### src/hw/rtl/icc_pkg.sv
`default_nettype none
// ----------------------------------------------------------------------------
// icc_pkg
// Shared widths, fixed-point constants and types of the colormap core.
// ----------------------------------------------------------------------------
package icc_pkg;

   localparam int ITER_FRACTION_BITS = 8;
   localparam int ANGLE_BITS         = 12;

   localparam int ITER_W  = 24;
   localparam int LIMIT_W = 16;
   localparam int DIV_W   = LIMIT_W + ITER_FRACTION_BITS;
   // remainder width: room for the doubled partial remainder
   localparam int REM_W   = ((DIV_W > ITER_W) ? DIV_W : ITER_W) + 1;

   localparam int QUOT_W     = 32;
   localparam int DIV_STEPS  = 4;
   localparam int DIV_STAGES = QUOT_W / DIV_STEPS;

   localparam int X_SHIFT = 17 - ANGLE_BITS;

   localparam logic [31:0] BLACK_RGBA = 32'h0000_00FF;

   localparam logic [31:0] K_T10     = 32'd26701769;
   localparam logic [31:0] K_T15     = 32'd40052653;
   localparam logic [31:0] K_T5      = 32'd13350884;
   localparam logic [31:0] K_T7      = 32'd18691238;
   localparam logic [31:0] K_T11     = 32'd29371945;
   localparam logic [31:0] K_TIME03  = 32'd801053;
   localparam logic [31:0] K_TIME05  = 32'd1335088;
   localparam logic [31:0] K_TIME015 = 32'd400527;
   localparam logic [31:0] K_TIME01  = 32'd267018;
   localparam logic [31:0] K_TIME035 = 32'd934562;
   localparam logic [31:0] K_TIME025 = 32'd667544;
   localparam logic [31:0] OFS_2094  = 32'd1431385687;
   localparam logic [31:0] OFS_4188  = 32'd2862771374;
   localparam logic signed [31:0] HALF_RAD_PER_Q15 = 32'sd10430;
   localparam logic [31:0] QUARTER_TURN = 32'h4000_0000;

   localparam logic [1:0] MODE_GRAY    = 2'd0;
   localparam logic [1:0] MODE_ANIM    = 2'd1;
   localparam logic [1:0] MODE_PALETTE = 2'd2;

   localparam logic [1:0] REG_COLOR_MODE = 2'd0;
   localparam logic [1:0] REG_MAX_ITER   = 2'd1;
   localparam logic [1:0] REG_FRAME_TIME = 2'd2;

   typedef logic signed [16:0] q15_type;

endpackage
`default_nettype wire

### src/hw/rtl/icc_divider.sv
`default_nettype none
// ----------------------------------------------------------------------------
// icc_divider
// Pipelined restoring divider: quotient = floor(iter * 2^32 / divisor),
// valid for iter < divisor, four quotient bits per stage.
// ----------------------------------------------------------------------------
module icc_divider (
   input  wire logic                         clock,
   input  wire logic                         reset,
   input  wire logic                         en,
   input  wire logic                         in_valid,
   input  wire logic                         in_black,
   input  wire logic [icc_pkg::ITER_W-1:0]   in_iter,
   input  wire logic [icc_pkg::DIV_W-1:0]    divisor,
   output logic                              out_valid,
   output logic                              out_black,
   output logic [icc_pkg::QUOT_W-1:0]        out_quot
);
   import icc_pkg::*;

   logic [REM_W-1:0]  rem_ff   [DIV_STAGES];
   logic [REM_W-1:0]  rem_in   [DIV_STAGES];
   logic [QUOT_W-1:0] quot_ff  [DIV_STAGES];
   logic [QUOT_W-1:0] quot_in  [DIV_STAGES];
   logic              valid_ff [DIV_STAGES];
   logic              black_ff [DIV_STAGES];

   always_comb begin
      logic [REM_W-1:0]  r;
      logic [QUOT_W-1:0] q;
      for (int st = 0; st < DIV_STAGES; st++) begin
         if (st == 0) begin
            r = REM_W'(in_iter);
            q = '0;
         end else begin
            r = rem_ff[st-1];
            q = quot_ff[st-1];
         end
         for (int k = 0; k < DIV_STEPS; k++) begin
            r = {r[REM_W-2:0], 1'b0};
            q = {q[QUOT_W-2:0], 1'b0};
            if (r >= REM_W'(divisor)) begin
               r = r - REM_W'(divisor);
               q[0] = 1'b1;
            end
         end
         rem_in[st]  = r;
         quot_in[st] = q;
      end
   end

   always_ff @(posedge clock) begin
      if (reset) begin
         for (int st = 0; st < DIV_STAGES; st++) valid_ff[st] <= 1'b0;
      end else if (en) begin
         for (int st = 0; st < DIV_STAGES; st++)
            valid_ff[st] <= (st == 0) ? in_valid : valid_ff[st-1];
      end
   end

   always_ff @(posedge clock) begin
      if (en) begin
         for (int st = 0; st < DIV_STAGES; st++) begin
            rem_ff[st]   <= rem_in[st];
            quot_ff[st]  <= quot_in[st];
            black_ff[st] <= (st == 0) ? in_black : black_ff[st-1];
         end
      end
   end

   assign out_valid = valid_ff[DIV_STAGES-1];
   assign out_black = black_ff[DIV_STAGES-1];
   assign out_quot  = quot_ff[DIV_STAGES-1];

endmodule
`default_nettype wire

### config.mk
export PLATFORM = sky130hd
export DESIGN_NAME = icc_divider
export DESIGN_NICKNAME = d
export VERILOG_FILES = /design/src/hw/rtl/icc_pkg.sv /design/src/hw/rtl/icc_divider.sv
export SDC_FILE = /design/constraint.sdc
export NUM_CORES = 2
export LEC_CHECK = 0
export BUFFER_PORTS_ARGS = -buffer_cell sky130_fd_sc_hd__clkbuf_2
export CAP_MARGIN = 5
export CORE_MARGIN = 2
export CORE_UTILIZATION = 62
export CTS_CLUSTER_SIZE = 25
export DETAILED_ROUTE_END_ITERATION = 16
export PLACE_DENSITY = 0.79
export REMOVE_ABC_BUFFERS = 1
export SYNTH_ARGS = -nofsm -noshare
export SYNTH_HDL_FRONTEND = slang
export SYNTH_SLANG_ARGS = --single-unit
### constraint.sdc
create_clock -name clock -period 29.6 [get_ports clock]
set_clock_uncertainty 0.1 [all_clocks]
set_input_delay 7.4 -clock clock [delete_from_list [all_inputs] [get_ports clock]]
set_output_delay 7.4 -clock clock [all_outputs]
set_load 0.01 [all_outputs]
==> results <==
- The flow ran to the end, and the final reports show no timing, DRC or antenna violations.
- CTS saw 328 sinks.
- Of all cell types, the one taking the most synthesized area is sky130_fd_sc_hd__edfxtp_1.
- The slew at the pin closest to its max-slew limit is roughly 1200 ps.
- The initial antenna violation count is 0.
- In this run the most critical hold path is launched from quot_ff[1][55].
- In the routed design, unresolved DRC markers number 0.
- The compound-cell area share of the yosys netlist is 25.28%.
- The count of port buffers added during placement is 86.
- The total count of max-transition violations in the final report is 0.
- Summing over every cut layer, the via total after detailed routing is between 40000 and 50000.
- The setup slack of the worst register-to-register path is 15500 ps.
- The total of fill cells in the finished design is 7150.
- The most congested layer reported by global routing is met2.
- In this run the number of H-tree levels came out at 2.
- The arrival time of data at the critical path endpoint is 21250 ps.
- After synthesis, the largest family of logic cells by area is compound AO/OA/AOI/OAI gates.
- After Yosys synthesis, XOR and XNOR cells account for 10.13% of the synthesized area.
- The normalized max-slew margin is between 10% and 20%.
- In the final layout, the multi-input gates occupy 41000 um2.
- The startpoint identified for the worst register-to-register timing path is rem_ff[0][0].
- The die span in x is approximately 300 um.
- Of the post-synthesis cell area, the dominant cell type holds between 10% and 20%.
- The count of nets after finishing is roughly 7200.
- The proportion of synthesized area in mux cells is under 10%.
- The capturing element type of the critical path is a flip-flop.
- Global routing consumed, on the met2 layer, between 50% and 60% of the routing resources.
- The share of the cycle needed by the critical path after routing is a little under three quarters.
- Hold timing on the final database bottoms out at a slack of about 310 ps.
- Setup repair after global routing left no endpoint under its margin.
- The post-cts hold buffer count is 0.
- The area growth from synthesis to final layout is 5.822%.
- The endpoint required time on the critical path is 29880 ps.
- Setup violations remaining at the end of the flow were counted as 0.
- The fraction of met1 tracks used by global routing is 45.65%.
- The kind of critical path is input port to flip-flop.
- The via count of the first global-routing pass is 46320.
- The number of antenna diodes in the final layout is 0.
- The number of hold violations in the final report is 0.
- In this run the cell area of the synthesized design comes to 52550 um2.
- In the final layout, the share of cells above drive strength 1 is a little over a tenth.
- The number of cells upsized or downsized after cts is 0.
- The buffer cell driving the clock tree root is sky130_fd_sc_hd__clkbuf_16.
- For this run, the leading register cell type out of synthesis is sky130_fd_sc_hd__edfxtp_1.
- The pin count of the biggest net entering global routing is 86.
- The row count is around 110.
- In this run the vertical extent of the chip is between 200 and 300 um.
- The number of max-capacitance violations reported is 0.
- The die covers between 80000 and 90000 um2.
- In the post-synthesis netlist, the cell with the most instances is sky130_fd_sc_hd__ha_1.
- The average cell area after synthesis is ~8.3 um2.
- After synthesis, the share of flip-flops with an asynchronous set or reset is 0%.
- In the global route stage, overall resource usage came out at between 30% and 40%.
- The count of nets left with antenna violations once routing finished came out at 0.
- The number of enable flip-flop cells after synthesis is between 300 and 400.
- After layout, the minimum clock period comes to approximately 21000 ps.
- The wire length of the first global-routing pass is ~250000 um.
- For this configuration, the core starts out at a cell density of 62.69%.
- The maximum fanout along the worst path is 32.
- On the worst path, the slowest cell contributes a delay of 890 ps.
- The fraction of the yosys area taken by sequential cells is a little under a fifth.
- The number of optimization iterations in the first detailed-route pass is 6.
- The global routing met3 resource utilization is about 5.5%.
- The later pin in the worst-skew pair is clocked with a latency of ~630 ps.
- The commonest cells after synthesis are sky130_fd_sc_hd__ha_1 (744), sky130_fd_sc_hd__a21oi_1 (628), sky130_fd_sc_hd__nor2_1 (491), sky130_fd_sc_hd__nand2_1 (481), sky130_fd_sc_hd__o21ai_0 (436).
- In this run the count of I/O pins placed on the die edge is 87.
- The DRC marker count from the first detailed-route iteration is 4155.
- Setup total negative slack on the finished layout was measured at 0 ps.
- The number of buffers between clock root and the deepest sink is 3.
- Clock-pin slew was measured on the worst setup and hold paths at approximately 60 ps.
- The combined flip-flop and latch cell area is 9849 um2.
- STA classifies the critical path startpoint as an input port.
- TritonCTS built the clock tree.
- The path class of the tightest hold or removal check is flip-flop to flip-flop.
- In the routed layout, each cell is associated on average with a via count of about 6.6.
- Based on the critical path, the design can be clocked at up to approximately 0.048 GHz.
- After legalization and detailed placement, the total HPWL measured 119400 um.
- In this run the standard cell core region covers 83820 um2.
- For this run, the number of Yosys warnings is 0.
- In this run, synthesis produced a sequential element count of 328.
- Summed over all layers, the global routing overflow is 0.
- Sorting the synthesized cells by area gives the leading types as sky130_fd_sc_hd__edfxtp_1 (19%), sky130_fd_sc_hd__ha_1 (18%), sky130_fd_sc_hd__mux2_2 (7.3%).
- In this run, distinct cell masters in the synthesized netlist total around 100.
- The slowest stage of the critical path belongs to the cell sky130_fd_sc_hd__nand3_1.
- The simple logic cell fraction of the synthesized area is between 10% and 20%.
- The sum of routed wire length over all layers is ~160000 um.
- The launch point of the critical path is divisor[14].
- After technology mapping, the gate count stands at approximately 6300.
- The number of buffers inserted by post-CTS setup repair is 0.
- The final weighted congestion in routability-driven placement is 0.9829.
- The post-synthesis share of cell area spent on full adders, half adders and majority gates is 18.02%.
- The TritonCTS buffer count is between 40 and 50.
- After detailed routing, the average wire length per cell comes to roughly 21 um.
-- cell type report --
cell class	instances	area share, %
Multi-Input combinational cell	5591	73.73
Sequential cell	328	17.71
Tap cell	1134	2.552
Clock buffer	50	2.021
Timing Repair Buffer	157	1.778
Inverter	233	1.573
Clock inverter	29	0.6390
-- state kept, by name, summed over array words and instances, names as in the netlist --
name / flops
black_ff: 8
quot_ff: 144
rem_ff: 168
valid_ff: 8
-- metrics by stage --
step | cells | utilization (%) | area, um2 | setup slack (ps)
after floorplan | 6152 | - | 51690 | 9207
after global placement | 7443 | 64.58 | 54130 | 8462
after detailed placement | 7443 | 64.58 | 54130 | 8268
after CTS | 7522 | 66.34 | 55610 | 8888
after global routing | 7522 | 66.34 | 55610 | 7606
final | 7522 | 66.34 | 55610 | 8624
-- cell usage in the layout, fill, tap and decap left out, types with 85 or more instances in the layout --
cell type / count
sky130_fd_sc_hd__a21o_1: 273
sky130_fd_sc_hd__a21oi_1: 627
sky130_fd_sc_hd__edfxtp_1: 328
sky130_fd_sc_hd__ha_1: 744
sky130_fd_sc_hd__inv_1: 202
sky130_fd_sc_hd__mux2_2: 339
sky130_fd_sc_hd__nand2_1: 481
sky130_fd_sc_hd__nand2b_1: 98
sky130_fd_sc_hd__nand3_1: 136
sky130_fd_sc_hd__nand4_1: 85
sky130_fd_sc_hd__nor2_1: 490
sky130_fd_sc_hd__nor3_1: 120
sky130_fd_sc_hd__o21a_1: 104
sky130_fd_sc_hd__o21ai_0: 436
sky130_fd_sc_hd__o21bai_1: 95
sky130_fd_sc_hd__xnor2_1: 394
sky130_fd_sc_hd__xor2_1: 214
-- metal layers --
layer	up-vias	wire, um
li1	23900	-
met1	23050	67330
met2	1881	70220
met3	447	12520
met4	0	7597
met5	-	0
-- path summary, 6_finish.rpt --
path | to | cells after the start
min | quot_ff[1][91] | 0
min reg2reg | quot_ff[1][91] | 0
max reg2reg | rem_ff[1][2] | 42
max | rem_ff[1][2] | 46
-- worst max-delay path: cells and delay by family --
kind / cells / cell delay, ps
buffers and inverters: 7 / 1850
AND/OR/NAND/NOR: 13 / 3780
AO/OA/AOI/OAI: 18 / 4940
adder cells (fa/ha/maj): 4 / 1460
multiplexers: 4 / 1790
-- cells by family (layout without fill, tap and decap cells) --
family | Yosys count | count (layout)
fa+ha+maj | 752 | 752
buf+inv | 405 | 469
simple gates | 1773 | 1773
xor+xnor | 608 | 608
mux | 386 | 386
flops | 328 | 328
compound gates | 2072 | 2072
Power is not shown: default switching activity piles up to over one toggle a cycle in this logic, so the estimate is an artifact.
