<file path="config.mk">
export PLATFORM = sky130hd
export DESIGN_NAME = icc_skid
export DESIGN_NICKNAME = d
export VERILOG_FILES = /design/src/hw/rtl/icc_skid.sv
export SDC_FILE = /design/constraint.sdc
export NUM_CORES = 1
export LEC_CHECK = 0
export BUFFER_PORTS_ARGS = -buffer_cell sky130_fd_sc_hd__buf_2
export CAP_MARGIN = 25
export CORE_ASPECT_RATIO = 1.75
export CORE_MARGIN = 3
export CORE_UTILIZATION = 45
export CTS_CLUSTER_DIAMETER = 40
export DETAILED_ROUTE_END_ITERATION = 6
export PLACE_DENSITY = 0.7
export SKIP_LAST_GASP = 1
export SYNTH_ARGS = -nofsm -noshare
export SYNTH_HDL_FRONTEND = slang
export SYNTH_SLANG_ARGS = --single-unit
</file>
<file path="constraint.sdc">
create_clock -name clock -period 2.65 [get_ports clock]
set_input_delay 0.1325 -clock clock [delete_from_list [all_inputs] [get_ports clock]]
set_output_delay 0.1325 -clock clock [all_outputs]
set_load 0.01 [all_outputs]
</file>
<file path="src/hw/rtl/icc_skid.sv">
`default_nettype none
// ----------------------------------------------------------------------------
// icc_skid
// Two-word output buffer between the pipeline and the result channel.
// ----------------------------------------------------------------------------
module icc_skid (
   input  wire logic        clock,
   input  wire logic        reset,
   input  wire logic        push,
   input  wire logic [31:0] push_data,
   output logic             space,
   output logic             out_valid,
   input  wire logic        out_ready,
   output logic [31:0]      out_data
);
   logic [31:0] mem_ff [2];
   logic        wptr_ff, rptr_ff;
   logic [1:0]  count_ff;
   logic        pop;

   assign pop       = out_valid && out_ready;
   assign out_valid = count_ff != 2'd0;
   assign out_data  = mem_ff[rptr_ff];
   assign space     = count_ff != 2'd2;

   always_ff @(posedge clock) begin
      if (reset) begin
         wptr_ff  <= 1'b0;
         rptr_ff  <= 1'b0;
         count_ff <= 2'd0;
      end else begin
         if (push) wptr_ff <= ~wptr_ff;
         if (pop)  rptr_ff <= ~rptr_ff;
         count_ff <= count_ff + 2'(push) - 2'(pop);
      end
   end

   always_ff @(posedge clock) begin
      if (push) mem_ff[wptr_ff] <= push_data;
   end

endmodule
`default_nettype wire

</file>
==> results by group, run 1 <==
Outcome
  • Outcome: complete, no violations

Floorplan
  • Die Wd: 64.42 µm
  • Die Ht: 108.2 µm
  • # IOs: 70
  • Die Area: 6973 µm²
  • Initial Util: 0.4735
  • Core Region: 5675 µm²
  • Cell Rows: 36

Drt
  • DR vias: 1408
  • Avg WL per Cell: 14.76 µm
  • DR iter-0 viols: 52
  • DRT Pass-1 Iters: 4
  • Final ANT Viol Nets: 0
  • DRC errors left: 0
  • Total wire length: 4518 µm
  • Vias/cell: 4.601

Critical path
  • CP startpoint kind: flop
  • CP Data Required Time: 2520 ps
  • Crit end category: output port
  • Flop2flop setup slack: 1200 ps
  • Critical Path AT: 1830 ps
  • Critical Path Fanout Max: 22
  • WS Path Type: flop to output port
  • Reg-to-Reg Start: wptr_ff

Timing
  • Final slew viol count: 0
  • Least-Margin Pin Slew: 901.5 ps
  • Final setup viols: 0
  • Fin. Hold Viols: 0
  • Setup TNS after final layout: 0 ps
  • Worst setup margin: 689.1 ps
  • Final setup skew: 7.710 ps
  • Worst hold slack: 10.39 ps
  • Relative slew slack: 0.3978
  • Fin crit share: 0.7400
  • Unrepaired setup endpoints after global routing: false
  • Min Tclk post-route: 1961 ps
  • Fmax: 0.5100 GHz

Placed design
  • Dpl hpwl: 3249 µm
  • DP Worst Slack: 1017 ps
  • I/O Buffers: 69
  • Gpl congestion: 0.7255

Global routing
  • Largest net degree at the start of global routing: 33
  • Number of global-route vias before repair: 1511
  • Total global-route track usage: 0.1395
  • Grt total ovfl: 0
  • Initial antenna violation count: 0
  • First-pass GRT wire length: 7141 µm

Finish
  • Fill cell count: 442
  • N_diodes: 0
  • Sequential cell area: 2023 µm²
  • Area of the multi-input gates: 620.6 µm²
  • P&R area growth vs syn: 30.45%
  • Layout cells sized above 1: 0.5261
  • Nets: 263

Power
  • Leakage power: 1.411 nW
  • PD cells: 767.6 nW/µm²
  • Power, Total: 0.002691 W
  • Max VDD drop: 497.6 µV

Clock tree
  • CTS Sinks: 69
  • TritonCTS Buffers: 9
  • Clk root buf: clkbuf_8
  • CTS H-tree lvls: 3
  • Clk slew on worst S/H paths: 60 ps
  • Hold buffer count at CTS: 24
  • Resize count post-CTS: 0
  • CTS tree: done
  • Clk buf depth: 2
  • Clock latency at the later pin of the worst-skew pair: 320 ps
  • Post-CTS setup buffer count: 0

Flow run
  • Max cap viols: 0

Worst hold path
  • Worst hold-check path type: input pin to flop
  • Hold Startpoint: push_data[6]

Synth
  • Seq/Total Area, Yosys: 0.7523
  • Yosys warnings: 0
  • Synth Cell Area: 2688 µm²
  • Synthesized flop and latch total: 69
  • Post-synthesis cell count: 123
  • Mapped Nets: 161
  • Syn avg cell area: 21.85 µm²
  • Synth cell types: 16
-- cells by family (layout without fill, tap and decap cells) --
kind of cell	after synthesis	in the layout	synth area share
AO/OA/AOI/OAI	1	1	0.005585
XOR/XNOR	2	2	0.01164
adder cells (fa/ha/maj)	2	2	0.009309
buffers and inverters	6	113	0.01955
flip-flops	69	69	0.7523
multiplexers	34	34	0.1844
AND/OR/NAND/NOR	9	9	0.01723
-- worst max-delay path, cell delays in order (launching register included) --
cell and delay, ps:
dfxtp_2 550, buf_4 430, mux2_2 380, buf_2 140
-- cells in the final DEF (no fill, tap or decap), drive strengths merged --
cell	count
and2	1
buf	71
clkbuf	11
clkinv	4
clkinvlp	1
dfxtp	5
dlygate4sd3	24
edfxtp	64
ha	2
inv	2
mux2	34
nand2	1
nor2	3
nor2b	3
o21a	1
or2	1
xnor2	1
xnor3	1
-- layer usage --
| metal | part of all wire | up-vias | routed length (µm) | GRT usage |
|---|---|---|---|---|
| met4 | 0.021 | 0 | 97 | 0.07867 |
| met5 | 0 | - | 0 | 0 |
| met1 | 0.34 | 681 | 1558 | 0.1445 |
| met3 | 0.044 | 8 | 201 | 0.03015 |
| li1 | - | 675 | - | - |
| met2 | 0.59 | 44 | 2661 | 0.2552 |
-- cell usage after synthesis, drive strengths merged --
cell    count  area share
and2        1      0.0023
buf         4       0.017
dfxtp       5       0.037
edfxtp     64        0.72
ha          2      0.0093
inv         2      0.0028
mux2       34        0.18
nand2       1      0.0014
nor2        3      0.0042
nor2b       3      0.0070
o21a        1      0.0056
or2         1      0.0023
xnor2       1      0.0033
xnor3       1      0.0084
-- flip-flops by register name, indices dropped and copies added, names as in the netlist, named ones only --
signal,count
count_ff,2
mem_ff,64
wptr_ff,1
rptr_ff,1
-- where the power goes --
group | internal (W) | total [W] | switching (W) | leakage (nW)
clock network | 0.000333 | 0.000669 | 0.000337 | 0.0829
registers | 0.00129 | 0.00135 | 0.0000617 | 0.642
logic | 0.000390 | 0.000673 | 0.000283 | 0.686
total | 0.00201 | 0.00269 | 0.000682 | 1.41
-- layout make-up --
class | count | area share
Sequential cell | 69 | 0.5771
Multi-Input combinational cell | 48 | 0.1770
Timing Repair Buffer | 95 | 0.1713
Clock buffer | 11 | 0.03747
Tap cell | 76 | 0.02712
Clock inverter | 5 | 0.007852
Inverter | 2 | 0.002141
-- final timing paths --
check | to | cells past startpoint
setup / recovery | out_data[31] | 3
hold reg to reg | wptr_ff | 2
hold / removal | mem_ff[1][6] | 1
setup reg to reg | mem_ff[0][15] | 1
-- through the flow --
stage                     instance area, µm²  cells    util
after floorplan                         2688    123       -
after global placement                  3107    266  0.5474
after detailed placement                3107    266  0.5474
after CTS                               3506    306  0.6177
after global routing                    3506    306  0.6177
final                                   3506    306  0.6177
Power figures use the tool's default switching activity.
==> run 2: changes to the inputs <==
==> constraint.sdc (replaced) <==
create_clock -name clock -period 1.9 [get_ports clock]
set_input_delay 0.095 -clock clock [delete_from_list [all_inputs] [get_ports clock]]
set_output_delay 0.095 -clock clock [all_outputs]
set_load 0.01 [all_outputs]
==> results by group, run 2 (same netlist as run 1, synthesis figures left out) <==
Outcome
  • Outcome: complete, no violations

Timing
  • Final setup viols: 0
  • Unrepaired setup endpoints after global routing: false
  • Final setup skew: 6.444 ps
  • Final slew viol count: 0
  • Setup TNS after final layout: 0 ps
  • Relative slew slack: 0.7089
  • Fmax: 0.6140 GHz
  • Fin crit share: 0.8571
  • Least-Margin Pin Slew: 436.7 ps
  • Fin. Hold Viols: 0
  • Min Tclk post-route: 1629 ps

Finish
  • Count of non-filler cells in the finished layout: 317
  • Max reg flops: 64
  • Nets: 274
  • Largest regs: mem_ff: 64 flops, count_ff: 2 flops
  • P&R area growth vs syn: 37.29%
  • Largest Register: mem_ff
  • Sequential cell area: 2023 µm²
  • Most frequent cells in the layout: 69 x buf_2, 64 x edfxtp_1, 33 x dlygate4sd3_1, 30 x mux2_4, 9 x clkbuf_8
  • Fill cell count: 432
  • N_diodes: 0
  • Layout cells sized above 1: 0.5104
  • Most common cell after layout, fill and taps aside: buf_2
  • Area of the multi-input gates: 620.6 µm²

Flow run
  • Max cap viols: 0

Floorplan
  • Cell Rows: 36
  • # IOs: 70
  • Die Wd: 64.42 µm
  • Die Ht: 108.2 µm
  • Core Region: 5675 µm²
  • Initial Util: 0.4735
  • Die Area: 6973 µm²

Clock tree
  • CTS tree: done
  • Resize count post-CTS: 0
  • Post-CTS setup buffer count: 0
  • Clk buf depth: 2
  • Clock latency at the later pin of the worst-skew pair: 340 ps
  • CTS Sinks: 69
  • Clk root buf: clkbuf_8
  • Clk slew on worst S/H paths: 70 ps
  • TritonCTS Buffers: 9
  • CTS H-tree lvls: 3

Worst hold path
  • Worst hold-check path type: input pin to flop
  • Hold Startpoint: push

Drt
  • DRT Pass-1 Iters: 4
  • Total wire length: 4963 µm
  • DR vias: 1497
  • DR iter-0 viols: 66
  • Vias/cell: 4.722
  • Avg WL per Cell: 15.66 µm
  • Final ANT Viol Nets: 0
  • DRC errors left: 0

Critical path
  • Critical path's top delay family: buffers and inverters
  • Critical Path Slowest Stage Cell: mux2_2
  • Critical Path Fanout Max: 21
  • CP Data Required Time: 1800 ps
  • WS Path Type: flop to output port
  • Crit end category: output port
  • Worst path cell trace: buf_4 -> mux2_2 -> buf_2
  • Reg-to-Reg Start: count_ff[1]
  • Critical Path AT: 1530 ps
  • Worst path max stage delay: 390 ps
  • CP startpoint kind: flop
  • CP Buf/Inv Count: 2

Global routing
  • Total global-route track usage: 0.1574
  • Number of global-route vias before repair: 1684
  • Initial antenna violation count: 0
  • First-pass GRT wire length: 7817 µm
  • Largest net degree at the start of global routing: 33
  • Grt total ovfl: 0

Power
  • Power, Total: 0.004227 W
  • PD cells: 1146 nW/µm²
  • Max VDD drop: 985.9 µV
  • Leakage power: 1.490 nW

Placed design
  • I/O Buffers: 69
  • Gpl congestion: 0.6785
  • Dpl hpwl: 3283 µm
  • Cells after DPL: 268
## run 2: cell count changes in the layout (fill, tap and decap cells not counted)
| cell | change |
|---|---|
| dlygate4sd3_1 | +9 |
| clkinv_2 | -4 |
| bufinv_16 | +3 |
| buf_4 | +2 |
| clkbuf_1 | -2 |
| clkinv_1 | +2 |
| clkinv_4 | +1 |
## run 2: repair_timing
item	4_1_cts	5_1_grt
hold endpoints to repair	67	0
endpoints found under the setup margin	0	0
hold buffers	33	0
## run 2: final cells by class
type                            count  share of cell area
Clock inverter                      7             0.03086
Multi-Input combinational cell     48              0.1682
Timing Repair Buffer              106              0.1913
Inverter                            2            0.002035
Clock buffer                        9             0.03357
Sequential cell                    69              0.5483
Tap cell                           76             0.02577
## run 2: final timing paths
path              slack [ps]            to  cells after the start
hold / removal            60       wptr_ff                      3
hold reg to reg          590       wptr_ff                      2
setup / recovery         270  out_data[31]                      3
setup reg to reg         500   count_ff[1]                      6
## run 2: layer usage
layer  GRT usage  up-vias  part of all wire
li1            -      701                 -
met1      0.1415      729              0.33
met2      0.2996       49              0.59
met3     0.04574       18             0.043
met4     0.09380        0             0.037
met5           0        -                 0
## run 2: through the flow
stage	hold slack, ps	util	setup WS [ps]	cell area, µm²
after floorplan	166.6	-	312.6	2690
after detailed placement	286.2	0.5500	511.6	3122
after global routing	107.0	0.6501	201.2	3690
after global placement	284.6	0.5500	573.6	3122
final	64.16	0.6501	271.5	3690
after CTS	53.99	0.6501	238.3	3690
## run 2: tightest hold or removal path, cell delays in order
cell     delay, ps
buf_2          120
xnor2_1         70
nor2_1          80
## run 2: power by group
part / internal, W / leakage [nW] / switching [W] / total, W
logic: 0.000564 / 0.733 / 0.000431 / 0.000995
registers: 0.00179 / 0.642 / 0.0000567 / 0.00185
clock network: 0.000864 / 0.115 / 0.000518 / 0.00138
==> run 3: changes to the inputs <==
==> constraint.sdc (replaced) <==
create_clock -name clock -period 1.8 [get_ports clock]
set_input_delay 0.36 -clock clock [delete_from_list [all_inputs] [get_ports clock]]
set_output_delay 0.36 -clock clock [all_outputs]
set_load 0.01 [all_outputs]
==> results by group, run 3 (same netlist as run 1, synthesis figures left out) <==
Outcome
  • Outcome: complete, no violations

Clock tree
  • CTS H-tree lvls: 3
  • CTS tree: done
  • Clk root buf: clkbuf_8
  • Resize count post-CTS: 0
  • Clk buf depth: 2
  • Clock latency at the later pin of the worst-skew pair: 320 ps
  • Hold buffer count at CTS: 0
  • TritonCTS Buffers: 9
  • CTS Sinks: 69
  • Clk slew on worst S/H paths: 70 ps
  • Post-CTS setup buffer count: 0

Critical path
  • WS Path Type: flop to output port
  • Worst path max stage delay: 350 ps
  • Crit end category: output port
  • CP Data Required Time: 1440 ps
  • Critical path's top delay family: buffers and inverters
  • Critical Path Slowest Stage Cell: dfxtp_2
  • CP Buf/Inv Count: 2
  • Critical Path AT: 1380 ps
  • Critical Path Fanout Max: 11
  • Worst path cell trace: buf_4 -> mux2_4 -> buf_2
  • Flop2flop setup slack: 390 ps
  • CP startpoint kind: flop

Timing
  • Relative slew slack: 0.8629
  • Fin. Hold Viols: 0
  • Unrepaired setup endpoints after global routing: true
  • Final slew viol count: 0
  • Final setup viols: 0
  • Fin crit share: 0.9691
  • Worst setup margin: 55.56 ps
  • Min Tclk post-route: 1744 ps
  • Least-Margin Pin Slew: 205.7 ps
  • Fmax: 0.5733 GHz
  • Final setup skew: 3.345 ps

Global routing
  • Initial antenna violation count: 0
  • Number of global-route vias before repair: 1507
  • Largest net degree at the start of global routing: 33
  • First-pass GRT wire length: 7238 µm
  • Grt total ovfl: 0
  • Total global-route track usage: 0.1437

Drt
  • Final ANT Viol Nets: 0
  • Total wire length: 4565 µm
  • DR vias: 1357
  • DR iter-0 viols: 55
  • Avg WL per Cell: 16.07 µm
  • DRC errors left: 0
  • DRT Pass-1 Iters: 4
  • Vias/cell: 4.778

Power
  • Combinational power share: 0.239
  • Sw Share: 0.2383
  • Int Pwr: 0.003249 W
  • PD cells: 1267 nW/µm²
  • Leakage power: 1.349 nW
  • Power, Total: 0.004265 W
  • P_sw: 0.001016 W
  • Clock power share: 0.302
  • Seq pwr share: 0.458
  • Max VDD drop: 765.7 µV

Flow run
  • Max cap viols: 0

Finish
  • N_diodes: 0
  • Most common cell after layout, fill and taps aside: buf_2
  • P&R area growth vs syn: 25.28%
  • Util after Layout: 0.5933
  • Largest Register: mem_ff
  • Largest regs: mem_ff: 64 flops, count_ff: 2 flops
  • Nets: 241
  • Max reg flops: 64
  • Most frequent cells in the layout: 69 x buf_2, 64 x edfxtp_1, 30 x mux2_4, 9 x clkbuf_8, 4 x dfxtp_1
  • Layout cells sized above 1: 0.5865
  • Count of non-filler cells in the finished layout: 284
  • Fill cell count: 445

Placed design
  • DP Worst Slack: 365.2 ps
  • Gpl congestion: 0.7017
  • Cells after DPL: 268
  • I/O Buffers: 69

Floorplan
  • Initial Util: 0.4735
  • Core Region: 5675 µm²
  • Die Ht: 108.2 µm
  • Cell Rows: 36
  • # IOs: 70
  • Die Wd: 64.42 µm
  • Die Area: 6973 µm²

Worst hold path
  • Worst hold-check path type: input pin to flop
run 3: changes by cell type in the layout (fill, tap and decap cells not counted), sizes merged:
cell         delta
dlygate4sd3    -33
clkbuf          +3
clkinv          -2
bufinv          -1
run 3: power by group through the flow:
stage,Sequential [W],Combinational (W),Clock (W)
after floorplan,0.00197,0.000738,0
after global placement,0.00198,0.00100,0
after detailed placement,0.00199,0.00103,0
after CTS,0.00196,0.00104,0.00132
after global routing,0.00197,0.00111,0.00139
final,0.00195,0.00102,0.00129
run 3: path summary, 6_finish.rpt:
kind	endpoint	startpoint	cells past startpoint
max reg2reg	count_ff[1]	count_ff[1]	6
min reg2reg	wptr_ff	wptr_ff	2
max	out_data[30]	flop	3
min	mem_ff[0][24]	push_data[24]	1
run 3: stage by stage:
step                hold slack [ps]  TNS [ps]  area, µm²
floorplan                     431.6         0       2690
global placement              550.0         0       3159
detailed placement            552.4         0       3159
CTS                           205.4         0       3367
global route                  202.5    -25.40       3367
finish                        221.6         0       3367
run 3: metal layers:
layer  global-route usage  vias to the layer above  part of all wire
met3              0.04678                       11             0.053
met4              0.08623                        0             0.032
met5                    0                        -                 0
met1               0.1367                      666              0.32
li1                     -                      634                 -
met2               0.2618                       46              0.59
run 3: layout make-up:
cell class / count / area [µm²] / area share
Clock buffer: 12 / 135.1 / 0.04013
Multi-Input combinational cell: 48 / 620.6 / 0.1843
Clock inverter: 4 / 72.57 / 0.02155
Sequential cell: 69 / 2023 / 0.6009
Inverter: 2 / 7.507 / 0.002230
Tap cell: 76 / 95.09 / 0.02824
Timing Repair Buffer: 73 / 412.9 / 0.1226
