<file path="src/hw/rtl/icc_pkg.sv">
`default_nettype none
// ----------------------------------------------------------------------------
// icc_pkg
// Shared widths, fixed-point constants and types of the colormap core.
// ----------------------------------------------------------------------------
package icc_pkg;

   localparam int ITER_FRACTION_BITS = 8;
   localparam int ANGLE_BITS         = 12;

   localparam int ITER_W  = 24;
   localparam int LIMIT_W = 16;
   localparam int DIV_W   = LIMIT_W + ITER_FRACTION_BITS;
   // remainder width: room for the doubled partial remainder
   localparam int REM_W   = ((DIV_W > ITER_W) ? DIV_W : ITER_W) + 1;

   localparam int QUOT_W     = 32;
   localparam int DIV_STEPS  = 4;
   localparam int DIV_STAGES = QUOT_W / DIV_STEPS;

   localparam int X_SHIFT = 17 - ANGLE_BITS;

   localparam logic [31:0] BLACK_RGBA = 32'h0000_00FF;

   localparam logic [31:0] K_T10     = 32'd26701769;
   localparam logic [31:0] K_T15     = 32'd40052653;
   localparam logic [31:0] K_T5      = 32'd13350884;
   localparam logic [31:0] K_T7      = 32'd18691238;
   localparam logic [31:0] K_T11     = 32'd29371945;
   localparam logic [31:0] K_TIME03  = 32'd801053;
   localparam logic [31:0] K_TIME05  = 32'd1335088;
   localparam logic [31:0] K_TIME015 = 32'd400527;
   localparam logic [31:0] K_TIME01  = 32'd267018;
   localparam logic [31:0] K_TIME035 = 32'd934562;
   localparam logic [31:0] K_TIME025 = 32'd667544;
   localparam logic [31:0] OFS_2094  = 32'd1431385687;
   localparam logic [31:0] OFS_4188  = 32'd2862771374;
   localparam logic signed [31:0] HALF_RAD_PER_Q15 = 32'sd10430;
   localparam logic [31:0] QUARTER_TURN = 32'h4000_0000;

   localparam logic [1:0] MODE_GRAY    = 2'd0;
   localparam logic [1:0] MODE_ANIM    = 2'd1;
   localparam logic [1:0] MODE_PALETTE = 2'd2;

   localparam logic [1:0] REG_COLOR_MODE = 2'd0;
   localparam logic [1:0] REG_MAX_ITER   = 2'd1;
   localparam logic [1:0] REG_FRAME_TIME = 2'd2;

   typedef logic signed [16:0] q15_type;

endpackage
`default_nettype wire

</file>
<file path="src/hw/rtl/icc_sine.sv">
`default_nettype none
// ----------------------------------------------------------------------------
// icc_sine
// Four-stage Q1.15 sine of a binary-turn angle, quarter-wave polynomial
// mirrored and negated per quadrant.
// ----------------------------------------------------------------------------
module icc_sine (
   input  wire logic             clock,
   input  wire logic             en,
   input  wire logic [31:0]      angle,
   output icc_pkg::q15_type      sine
);
   import icc_pkg::*;

   logic [ANGLE_BITS-1:0] idx;
   logic [15:0] x_low, x_in, x2_in;
   logic [31:0] sq;
   logic [15:0] x1_ff, x2_ff, x2b_ff, x3_ff, x4_ff, p_ff, p2_ff, p_in, p2_in, y;
   logic        neg1_ff, neg2_ff, neg3_ff;
   q15_type     sine_ff, sine_in;

   always_comb begin
      idx   = angle[31 -: ANGLE_BITS];
      x_low = 16'(idx[ANGLE_BITS-3:0]) << X_SHIFT;
      x_in  = idx[ANGLE_BITS-2] ? (16'd32768 - x_low) : x_low;
      sq    = 32'(x_in) * 32'(x_in);
      x2_in = 16'(sq >> 15);
      p_in  = 16'd21024 - 16'((32'(x2_ff) * 32'd2320) >> 15);
      p2_in = 16'd51472 - 16'((32'(p_ff) * 32'(x2b_ff)) >> 15);
      y     = 16'((32'(p2_ff) * 32'(x4_ff)) >> 15);
      sine_in = neg3_ff ? -q15_type'({1'b0, y}) : q15_type'({1'b0, y});
   end

   always_ff @(posedge clock) begin
      if (en) begin
         x1_ff   <= x_in;
         x2_ff   <= x2_in;
         neg1_ff <= idx[ANGLE_BITS-1];
         // stage 2
         x2b_ff  <= x2_ff;
         p_ff    <= p_in;
         x3_ff   <= x1_ff;
         neg2_ff <= neg1_ff;
         // stage 3
         p2_ff   <= p2_in;
         neg3_ff <= neg2_ff;
         // stage 4
         sine_ff <= sine_in;
      end
   end

   // x is carried through x3 and x4 so that it lines up with p2 for stage 4
   always_ff @(posedge clock) begin
      if (en) x4_ff <= x3_ff;
   end

   assign sine = sine_ff;

endmodule
`default_nettype wire

</file>
<file path="config.mk">
export PLATFORM = sky130hd
export DESIGN_NAME = icc_sine
export DESIGN_NICKNAME = d
export VERILOG_FILES = /design/src/hw/rtl/icc_pkg.sv /design/src/hw/rtl/icc_sine.sv
export SDC_FILE = /design/constraint.sdc
export NUM_CORES = 1
export LEC_CHECK = 0
export BUFFER_PORTS_ARGS = -buffer_cell sky130_fd_sc_hd__buf_2
export CAP_MARGIN = 20
export CORE_MARGIN = 4
export CORE_UTILIZATION = 35
export CTS_CLUSTER_SIZE = 24
export DETAILED_ROUTE_END_ITERATION = 10
export HOLD_SLACK_MARGIN = 0.15
export SLEW_MARGIN = 40
export SYNTH_ARGS = -nofsm -noshare
export SYNTH_HDL_FRONTEND = slang
export SYNTH_SLANG_ARGS = --single-unit
</file>
<file path="constraint.sdc">
create_clock -name clock -period 6.7 [get_ports clock]
set_input_delay 0.67 -clock clock [delete_from_list [all_inputs] [get_ports clock]]
set_output_delay 0.67 -clock clock [all_outputs]
set_load 0.02 [all_outputs]
</file>
==> results of run 1 <==
-- per-stage QoR --
stage	TNS, ps	hold WS [ps]
6_report	-1490	403
5_1_grt	-4170	377
4_1_cts	-934	369
3_5_place_dp	-3270	405
3_3_place_gp	-2210	407
2_1_floorplan	-360	400
-- cells in the mapped netlist, drive strengths merged, types with 4 or more instances --
master    n
a211oi   13
a21o     23
a21oi    44
a31oi     4
and2    189
and3     11
buf       5
clkbuf   70
edfxtp  116
fa      377
ha      337
inv     519
nand2   301
nand2b    5
nand3    16
nand4     7
nor2     65
nor2b     9
nor3     16
nor4      6
o21a      7
o21ai    26
o21bai   12
o311ai    4
o31ai    13
o41ai     6
or2       8
or3       9
or4       5
xnor2    77
xor2     32
-- layout by cell type, fill, tap and decap left out, types with 8 or more instances in the layout --
master,synthesis,final
a211oi_1,12,9
a21o_1,22,21
a21oi_1,43,33
a21oi_2,1,9
and2_1,188,178
and2_4,0,10
and3_1,11,10
buf_2,2,29
buf_4,1,265
buf_6,2,35
clkbuf_16,0,17
edfxtp_1,116,116
fa_1,377,366
fa_2,0,11
ha_1,337,321
ha_4,0,13
inv_1,519,506
inv_2,0,13
nand2_1,301,290
nand2_2,0,11
nand3_1,16,16
nor2_1,64,60
nor2b_1,9,9
nor3_1,15,13
o21ai_0,16,12
o21ai_1,10,14
o21bai_1,12,11
o31ai_1,11,8
xnor2_1,77,73
xor2_1,32,30
-- repair_timing --
| action | in CTS | in global routing |
|---|---|---|
| cloned | 1 | 0 |
| gates resized for setup | 54 | 82 |
| pin swaps | 42 | 75 |
| setup endpoints to repair | 13 | 21 |
| hold endpoints to repair | 0 | 0 |
| hold buffers | 0 | 0 |
| buffers inserted | 48 | 33 |
-- sequential cells by signal, indices dropped and copies added, names as in the netlist --
name,flops
neg2_ff,1
p2_ff,16
neg1_ff,1
p_ff,15
x4_ff,11
neg3_ff,1
x3_ff,11
sine,17
x2_ff,16
x1_ff,11
x2b_ff,16
-- critical path, stage by stage (launching register included) --
cell	delay, ps
edfxtp_1	400
buf_4	160
buf_6	120
and2_4	150
fa_1	490
inv_1	60
fa_2	540
fa_2	440
fa_1	520
inv_1	50
fa_1	470
inv_1	50
fa_1	380
inv_2	80
ha_4	200
a211o_1	330
a211oi_2	270
and2_4	200
a211oi_4	70
o31a_1	300
or4_4	470
a221oi_4	310
nor3_2	100
nor2_2	230
mux2_4	330
nor3_2	150
-- how the worst max path moves through the flow --
| stage | endpoint | from | slack [ps] |
|---|---|---|---|
| 6_report | p2_ff[15]$_DFFE_PP_ | x2b_ff[6]$_DFFE_PP_ | -340 |
| 5_1_grt | p2_ff[15]$_DFFE_PP_ | p_ff[8]$_DFFE_PP_ | -570 |
| 4_1_cts | p2_ff[15]$_DFFE_PP_ | p_ff[5]$_DFFE_PP_ | -210 |
| 3_5_place_dp | x2_ff[14]$_DFFE_PP_ | angle[20] | -410 |
| 3_3_place_gp | x2_ff[14]$_DFFE_PP_ | angle[20] | -310 |
| 2_1_floorplan | x2_ff[14]$_DFFE_PP_ | angle[26] | -120 |
-- cells by family after synthesis --
group	Yosys count	share of synthesized area, %
adders and majority gates	714	50.8
and+or+nand+nor	662	14.1
buffers and inverters	597	9.79
AOI/OAI and AO/OA	189	5.90
DFF	116	15.0
xor gates and xnor gates	109	4.12
muxes	6	0.275
other	2	0.0324
-- final cells by class --
cell class	instances	area (µm²)
fillers	6229	37900
inverters	521	1960
well taps	864	1080
multi-input cells	1686	18100
repair buffers	331	2560
clock buffers	17	425
clock inverters	15	194
flip-flops and latches	116	3480
-- per-layer routing --
layer | up-vias | routed length [µm] | track usage [%]
met4 | 0 | 947 | 3.85
met1 | 8305 | 22000 | 18.4
met2 | 258 | 24600 | 25.4
met5 | - | 0 | 0
li1 | 8052 | - | -
met3 | 63 | 1480 | 1.95
==> summary.txt, run 1 <==
Route
  – Vias per std cell: 4.70
  – DR vias: 16678
  – Drt wl/cell: 13.8 µm
  – 1st-iter DRT viols: 615
  – Post-route ant nets: 0
  – Drt pass-1 iters: 5
  – # DRC: 0
  – Total wire length: 49.0 mm

Setup path
  – Worst r2r src: x2b_ff[6]$_DFFE_PP_
  – Crit path launch type: register
  – Max Fanout on Critical Path: 5
  – Worst reg2reg path endpoint: p2_ff[15]$_DFFE_PP_
  – Worst EP required: 6990 ps
  – R2R cell count: 25
  – WS Path Type: register to register
  – FF-to-FF setup slack: -340 ps
  – Crit end category: register
  – Critical path data arrival time: 7320 ps

Clocking
  – Clock Latency Late Sink: 440 ps
  – Root Buffer: clkbuf_16
  – Total CTS buffers: 17
  – Clock tree from TritonCTS: built
  – Htree depth: 4
  – Clk slew on worst S/H paths: 60 ps
  – Clk buf depth: 2
  – Clk sinks: 116

STA
  – RSZ-0062 raised after global routing: yes
  – Worst setup margin: -335 ps
  – Final Hold Viols: 0
  – Fin crit period: 7040 ps
  – Worst rel slew slack: 57.0%
  – Final Cycle Share: 105%
  – # setup viols final: 9
  – Final Slew Violations: 0
  – Clk_skew: 8.81 ps
  – Worst Tran Pin Value: 646 ps
  – Max Fclk: 142 MHz

Final layout
  – Ant. Diodes: 0
  – Post-Layout Cell Count: 3550
  – Post-layout util: 42.3%
  – Finished Cell Area: 27800 µm²
  – Nets: 3421
  – Area Growth Syn to Fin: 19.9%
  – Layout cell share with drive strength beyond 1: 18.8%

Min path
  – Worst hold path type: input port to register
  – Hold Path Sink: neg1_ff$_DFFE_PP_
  – Hold Crit Depth: 1
  – Hold path startpoint: angle[31]

Placed design
  – I/O Buffers: 30
  – Setup Slack @ Placement: -413 ps
  – Cell Area, Placed: 26000 µm²
  – Placed Cells: 3442
  – Routability Congestion: 0.861
  – Hpwl dp: 41.5 mm

Synth
  – Seq/Total Area, Yosys: 15.0%
  – Mean Syn Cell Area: 9.67 µm²
  – Yosys top cell area share: 32.6%
  – Unique masters post-synth: 89
  – Post-synthesis cell count: 2395
  – Number of synthesized flops with an enable pin: 116
  – Main flop type after synthesis: edfxtp_1
  – Flops & latches, synth: 116
  – Post-Syn Area: 23200 µm²
  – Fraction of registers with async set/reset: 0%
  – Largest cells by area after synthesis: fa_1, ha_1, edfxtp_1
  – Yosys warnings: 0
  – Area leader, netlist: fa_1

Status
  – Failing checks: setup timing
  – Status: complete, but fails checks

Floorplan
  – I/O pins: 51
  – Initial Utilization: 35.3%
  – Die ar.: 70400 µm²
  – Die extent in y: 265 µm
  – FP Rows: 94
  – Core ar.: 65600 µm²
  – Die Wd: 265 µm

GRT
  – Antenna violations before repair: 0
  – Vias in the first global route: 17933
  – Tot GR Track Use: 14.3%
  – Gr ovfl total: 0
  – Largest net degree at the start of global routing: 71
  – First-pass GRT wire length: 84.6 mm

Flow run
  – Max-Cap Viols: 0
Power of run 1 is not shown: default switching activity piles up to over one toggle a cycle in this logic, so the estimate is an artifact.
==> run 2, diff against run 1 <==
CORE_UTILIZATION = 30   (was 35)
==> run 2 against run 1 <==
Compared with the run above: the flow still finishes with violations (setup timing); clock-buffer cell count stayed put; flip-flop and latch count is the same; cell area fell by 0.50%; clock skew is essentially flat; critical path depth decreased by 1; global-route usage down 2.5 points; via count shrank 2.2%; non-clock buffer count down 26; highest routed layer unchanged.
==> summary.txt, run 2 (same netlist as run 1, synthesis figures left out) <==
Status
  – Status: complete, but fails checks
  – Failing checks: setup timing

Final layout
  – Nets: 3395
  – Max reg flops: 17
  – Multi-input gate area: 18000 µm²
  – Ant. Diodes: 0
  – Fill count: 7659
  – Area Growth Syn to Fin: 19.3%
  – Post-Layout Cell Count: 3690
  – Most frequent cells in the layout: inv_1, fa_1, ha_1, nand2_1, buf_4
  – Register cell area after layout: 3480 µm²
  – Finished Cell Area: 27600 µm²
  – Commonest non-fill, non-tap cell in the layout: inv_1
  – Layout cell share with drive strength beyond 1: 17.1%

Floorplan
  – FP Rows: 101
  – Initial Utilization: 30.4%
  – Core ar.: 76200 µm²
  – Die extent in y: 286 µm
  – Die ar.: 81700 µm²
  – I/O pins: 51
  – Die Wd: 286 µm

STA
  – Max Fclk: 145 MHz
  – Final setup TNS: -981 ps
  – Final Hold Viols: 0
  – Fin crit period: 6910 ps
  – # setup viols final: 7
  – Worst setup margin: -211 ps
  – Final Slew Violations: 0
  – Worst rel slew slack: 51.1%
  – Worst Tran Pin Value: 733 ps
  – Final Cycle Share: 103%
  – Clk_skew: 8.35 ps
  – RSZ-0062 raised after global routing: yes

GRT
  – First-pass GRT wire length: 80.9 mm
  – Gr ovfl total: 0
  – Vias in the first global route: 16955
  – Largest net degree at the start of global routing: 80
  – Antenna violations before repair: 0
  – Tot GR Track Use: 11.8%

Clocking
  – Clk slew on worst S/H paths: 50 ps
  – # hold bufs at CTS: 0
  – Clk sinks: 116
  – Clock Latency Late Sink: 450 ps
  – Clock tree from TritonCTS: built
  – Htree depth: 4
  – Total CTS buffers: 17
  – Clk buf depth: 2
  – Root Buffer: clkbuf_16

Setup path
  – Crit path launch type: register
  – Worst r2r src: p_ff[8]$_DFFE_PP_
  – Critical Path Stages: 24
  – Worst setup path end: p2_ff[13]$_DFFE_PP_
  – Crit path launch: p_ff[8]$_DFFE_PP_
  – Slowest cell on crit path: fa_2
  – Worst path cell trace: buf_6, nand2_2, fa_1, fa_2, fa_2, fa_1, inv_1, fa_1, inv_1, fa_1, inv_1, ha_2, a211o_1, a211oi_2, and2_4, a211oi_4, o31a_1, buf_6, mux2_4, a221oi_4, nor3_4, o41ai_2, a2bb2oi_2, xor2_1
  – Worst reg2reg path endpoint: p2_ff[13]$_DFFE_PP_
  – R2R cell count: 24
  – Max Fanout on Critical Path: 7
  – Top delay family on crit path: adder cells
  – WP buf/inv: 5
  – Crit end category: register
  – Slowest Stage Delay on Critical Path: 600 ps
  – Critical Path Most Common Cell: fa_1
  – WS Path Type: register to register
  – Critical path data arrival time: 7100 ps
  – Worst EP required: 6890 ps
  – FF-to-FF setup slack: -210 ps

Flow run
  – Max-Cap Viols: 0

Min path
  – Worst hold path type: register to register
  – Hold path startpoint: x1_ff[5]$_DFFE_PP_

Route
  – Vias per std cell: 4.42
  – 1st-iter DRT viols: 620
  – DR vias: 16310
  – Met1 Wirelength: 22.1 mm
  – Total wire length: 46.6 mm
  – Drt wl/cell: 12.6 µm
  – WL met3: 1.24 mm
  – Met2 Routed Length: 22.6 mm
  – Drt pass-1 iters: 5
  – Uppermost layer routed: met4
  – # DRC: 0
  – Post-route ant nets: 0

Placed design
  – Routability Congestion: 0.811
  – Placed Cells: 3625
  – Hpwl dp: 40.4 mm
  – I/O Buffers: 30
  – Cell Area, Placed: 26300 µm²
[run 2: cell types whose count changed in the layout (fill, tap and decap cells not counted), moves of 4 or more]
cell     previous run  this run
buf_6              35        12
inv_1             506       512
inv_2              13         7
nor2_2              4         0
o21ai_0            12        16
o21ai_1            14        10
[run 2: per-layer routing]
| metal | track usage, % | up-vias |
|---|---|---|
| met3 | 1.57 | 47 |
| met1 | 16.1 | 8089 |
| met2 | 20.1 | 185 |
| li1 | - | 7989 |
| met4 | 2.84 | 0 |
| met5 | 0 | - |
[run 2: final cells by class]
class                           count  share of cell area (%)
Clock buffer                       17                    1.54
Clock inverter                     15                   0.657
Inverter                          521                    7.08
Multi-Input combinational cell   1686                    65.2
Sequential cell                   116                    12.6
Tap cell                         1030                    4.66
Timing Repair Buffer              305                    8.28
[run 2: how the worst min path moves through the flow]
stage                                    end  depth (start not counted)  slack [ps]
after detailed placement  x3_ff[5]$_DFFE_PP_                          0         400
after global placement    x3_ff[7]$_DFFE_PP_                          0         410
after global routing       neg1_ff$_DFFE_PP_                          1         410
after floorplan            neg2_ff$_DFFE_PP_                          0         400
after CTS                  neg1_ff$_DFFE_PP_                          1         400
final                     x3_ff[5]$_DFFE_PP_                          0         420
[run 2: what timing repair did]
item / CTS / global route
setup endpoints to repair: 10 / 21
pin swaps: 21 / 36
resized for setup: 30 / 52
gates cloned: 0 / 0
setup buffers: 20 / 13
[run 2: stage by stage]
| step | hold slack (ps) | utilization, % | setup slack (ps) |
|---|---|---|---|
| after global placement | 405 | 34.5 | -329 |
| after global routing | 412 | 36.3 | -443 |
| after CTS | 401 | 35.7 | -209 |
| after detailed placement | 405 | 34.5 | -344 |
| final | 416 | 36.3 | -211 |
| after floorplan | 400 | - | -123 |
Power of run 2 is left out for the same reason.
==> run 3, diff against run 2 <==
REMOVE_ABC_BUFFERS = 1   (was not set)
==> run 3 against run 2 <==
Compared with the run above: the run still ends with setup timing left; hold slack worse by 24 ps; setup slack got worse by 66 ps; via count grew 0.27%; cell area rose by 1.3%.
==> summary.txt, run 3 (same netlist as run 1, synthesis figures left out) <==
Status
  – Status: complete, but fails checks
  – Failing checks: setup timing

Route
  – # DRC: 0
  – Vias per std cell: 4.41
  – 1st-iter DRT viols: 546
  – DR vias: 16354
  – Post-route ant nets: 0
  – Total wire length: 47.3 mm
  – Drt wl/cell: 12.8 µm
  – Drt pass-1 iters: 5

Floorplan
  – FP Rows: 101
  – Core ar.: 76200 µm²
  – Die extent in y: 286 µm
  – Die Wd: 286 µm
  – Initial Utilization: 30.4%
  – Die ar.: 81700 µm²
  – I/O pins: 51

Final layout
  – Nets: 3415
  – Commonest non-fill, non-tap cell in the layout: inv_1
  – Max reg flops: 17
  – Area Growth Syn to Fin: 20.8%
  – Post-layout util: 36.7%
  – Most frequent cells in the layout: inv_1, fa_1, ha_1, nand2_1, buf_4
  – Ant. Diodes: 0
  – Layout cell share with drive strength beyond 1: 19.1%

Clocking
  – Clk sinks: 116
  – Clock Latency Late Sink: 460 ps
  – Total CTS buffers: 17
  – Clock tree from TritonCTS: built
  – Clk buf depth: 2
  – # hold bufs at CTS: 0
  – Root Buffer: clkbuf_16
  – Clk slew on worst S/H paths: 70 ps
  – Htree depth: 4

Placed design
  – Routability Congestion: 0.840
  – I/O Buffers: 30
  – Hpwl dp: 40.2 mm

GRT
  – Vias in the first global route: 16965
  – Antenna violations before repair: 0
  – Tot GR Track Use: 11.9%
  – First-pass GRT wire length: 81.1 mm
  – Largest net degree at the start of global routing: 80
  – Gr ovfl total: 0

STA
  – Final Hold Viols: 0
  – Fin crit period: 6980 ps
  – Clk_skew: 13.4 ps
  – # setup viols final: 7
  – Final Cycle Share: 104%
  – Hold Slack: 392 ps
  – Worst setup margin: -277 ps
  – Worst rel slew slack: 51.5%
  – Final Slew Violations: 0
  – RSZ-0062 raised after global routing: yes
  – Worst Tran Pin Value: 727 ps
  – Max Fclk: 143 MHz
  – Final setup TNS: -963 ps

Setup path
  – Crit end category: register
  – R2R cell count: 26
  – Worst reg2reg path endpoint: p2_ff[13]$_DFFE_PP_
  – WS Path Type: register to register
  – Max Fanout on Critical Path: 4
  – Worst EP required: 6910 ps
  – Crit path launch type: register
  – Crit path launch: p_ff[7]$_DFFE_PP_
  – Worst r2r src: p_ff[7]$_DFFE_PP_
  – FF-to-FF setup slack: -280 ps
  – Critical path data arrival time: 7190 ps
  – Worst setup path end: p2_ff[13]$_DFFE_PP_

Flow run
  – Max-Cap Viols: 0

Min path
  – Worst hold path type: input port to register
## run 3: worst min path at each step
| stage | from | to | slack (ps) | cells after the start |
|---|---|---|---|---|
| 6_report | angle[31] | neg1_ff$_DFFE_PP_ | 390 | 1 |
| 5_1_grt | angle[31] | neg1_ff$_DFFE_PP_ | 360 | 1 |
| 4_1_cts | angle[31] | neg1_ff$_DFFE_PP_ | 360 | 1 |
| 3_5_place_dp | x3_ff[6]$_DFFE_PP_ | x4_ff[6]$_DFFE_PP_ | 400 | 0 |
| 3_3_place_gp | x1_ff[8]$_DFFE_PP_ | x3_ff[8]$_DFFE_PP_ | 400 | 0 |
| 2_1_floorplan | neg1_ff$_DFFE_PP_ | neg2_ff$_DFFE_PP_ | 400 | 0 |
## run 3: metal layers
| metal | track usage [%] | share of wire (%) | vias up | wire length (µm) |
|---|---|---|---|---|
| met5 | 0 | 0 | - | 0 |
| met4 | 2.94 | 1.5 | 0 | 719 |
| met3 | 1.51 | 2.5 | 41 | 1160 |
| met2 | 20.6 | 50 | 159 | 23500 |
| met1 | 15.8 | 46 | 8119 | 21900 |
| li1 | - | - | 8035 | - |
## run 3: repair_timing
action,4_1_cts,5_1_grt
gates cloned,0,0
buffers inserted,31,22
endpoints found under the setup margin,13,23
resized for setup,81,87
pin swaps,64,81
## run 3: layout make-up
| type | count | area (µm²) |
|---|---|---|
| Tap cell | 1030 | 1290 |
| Inverter | 521 | 1960 |
| Timing Repair Buffer | 325 | 2480 |
| Clock buffer | 17 | 425 |
| Clock inverter | 15 | 154 |
| Multi-Input combinational cell | 1686 | 18200 |
| Fill cell | 7571 | 48200 |
| Sequential cell | 116 | 3480 |
## run 3: critical path, cell delays in order, from the launching register on
cell,delay [ps]
edfxtp_1,500
buf_6,170
buf_4,120
buf_4,140
nand2_1,70
fa_1,440
fa_2,360
fa_2,370
fa_1,530
inv_1,50
fa_1,510
inv_2,40
fa_1,540
inv_2,50
ha_4,210
a211o_1,350
buf_6,140
a31oi_4,180
buf_4,170
a211oi_4,40
o31a_1,320
or4_4,470
a221oi_4,300
nor3_4,100
o41ai_2,320
a2bb2oi_2,100
xor2_1,140
## run 3: metrics by stage
stage,setup WS (ps),area (µm²),std cells
5_1_grt,-536,28000,3710
4_1_cts,-254,27300,3689
6_report,-277,28000,3710
3_3_place_gp,-511,26200,3628
2_1_floorplan,-357,22900,2323
3_5_place_dp,-526,26200,3628
Power of run 3 is left out for the same reason.
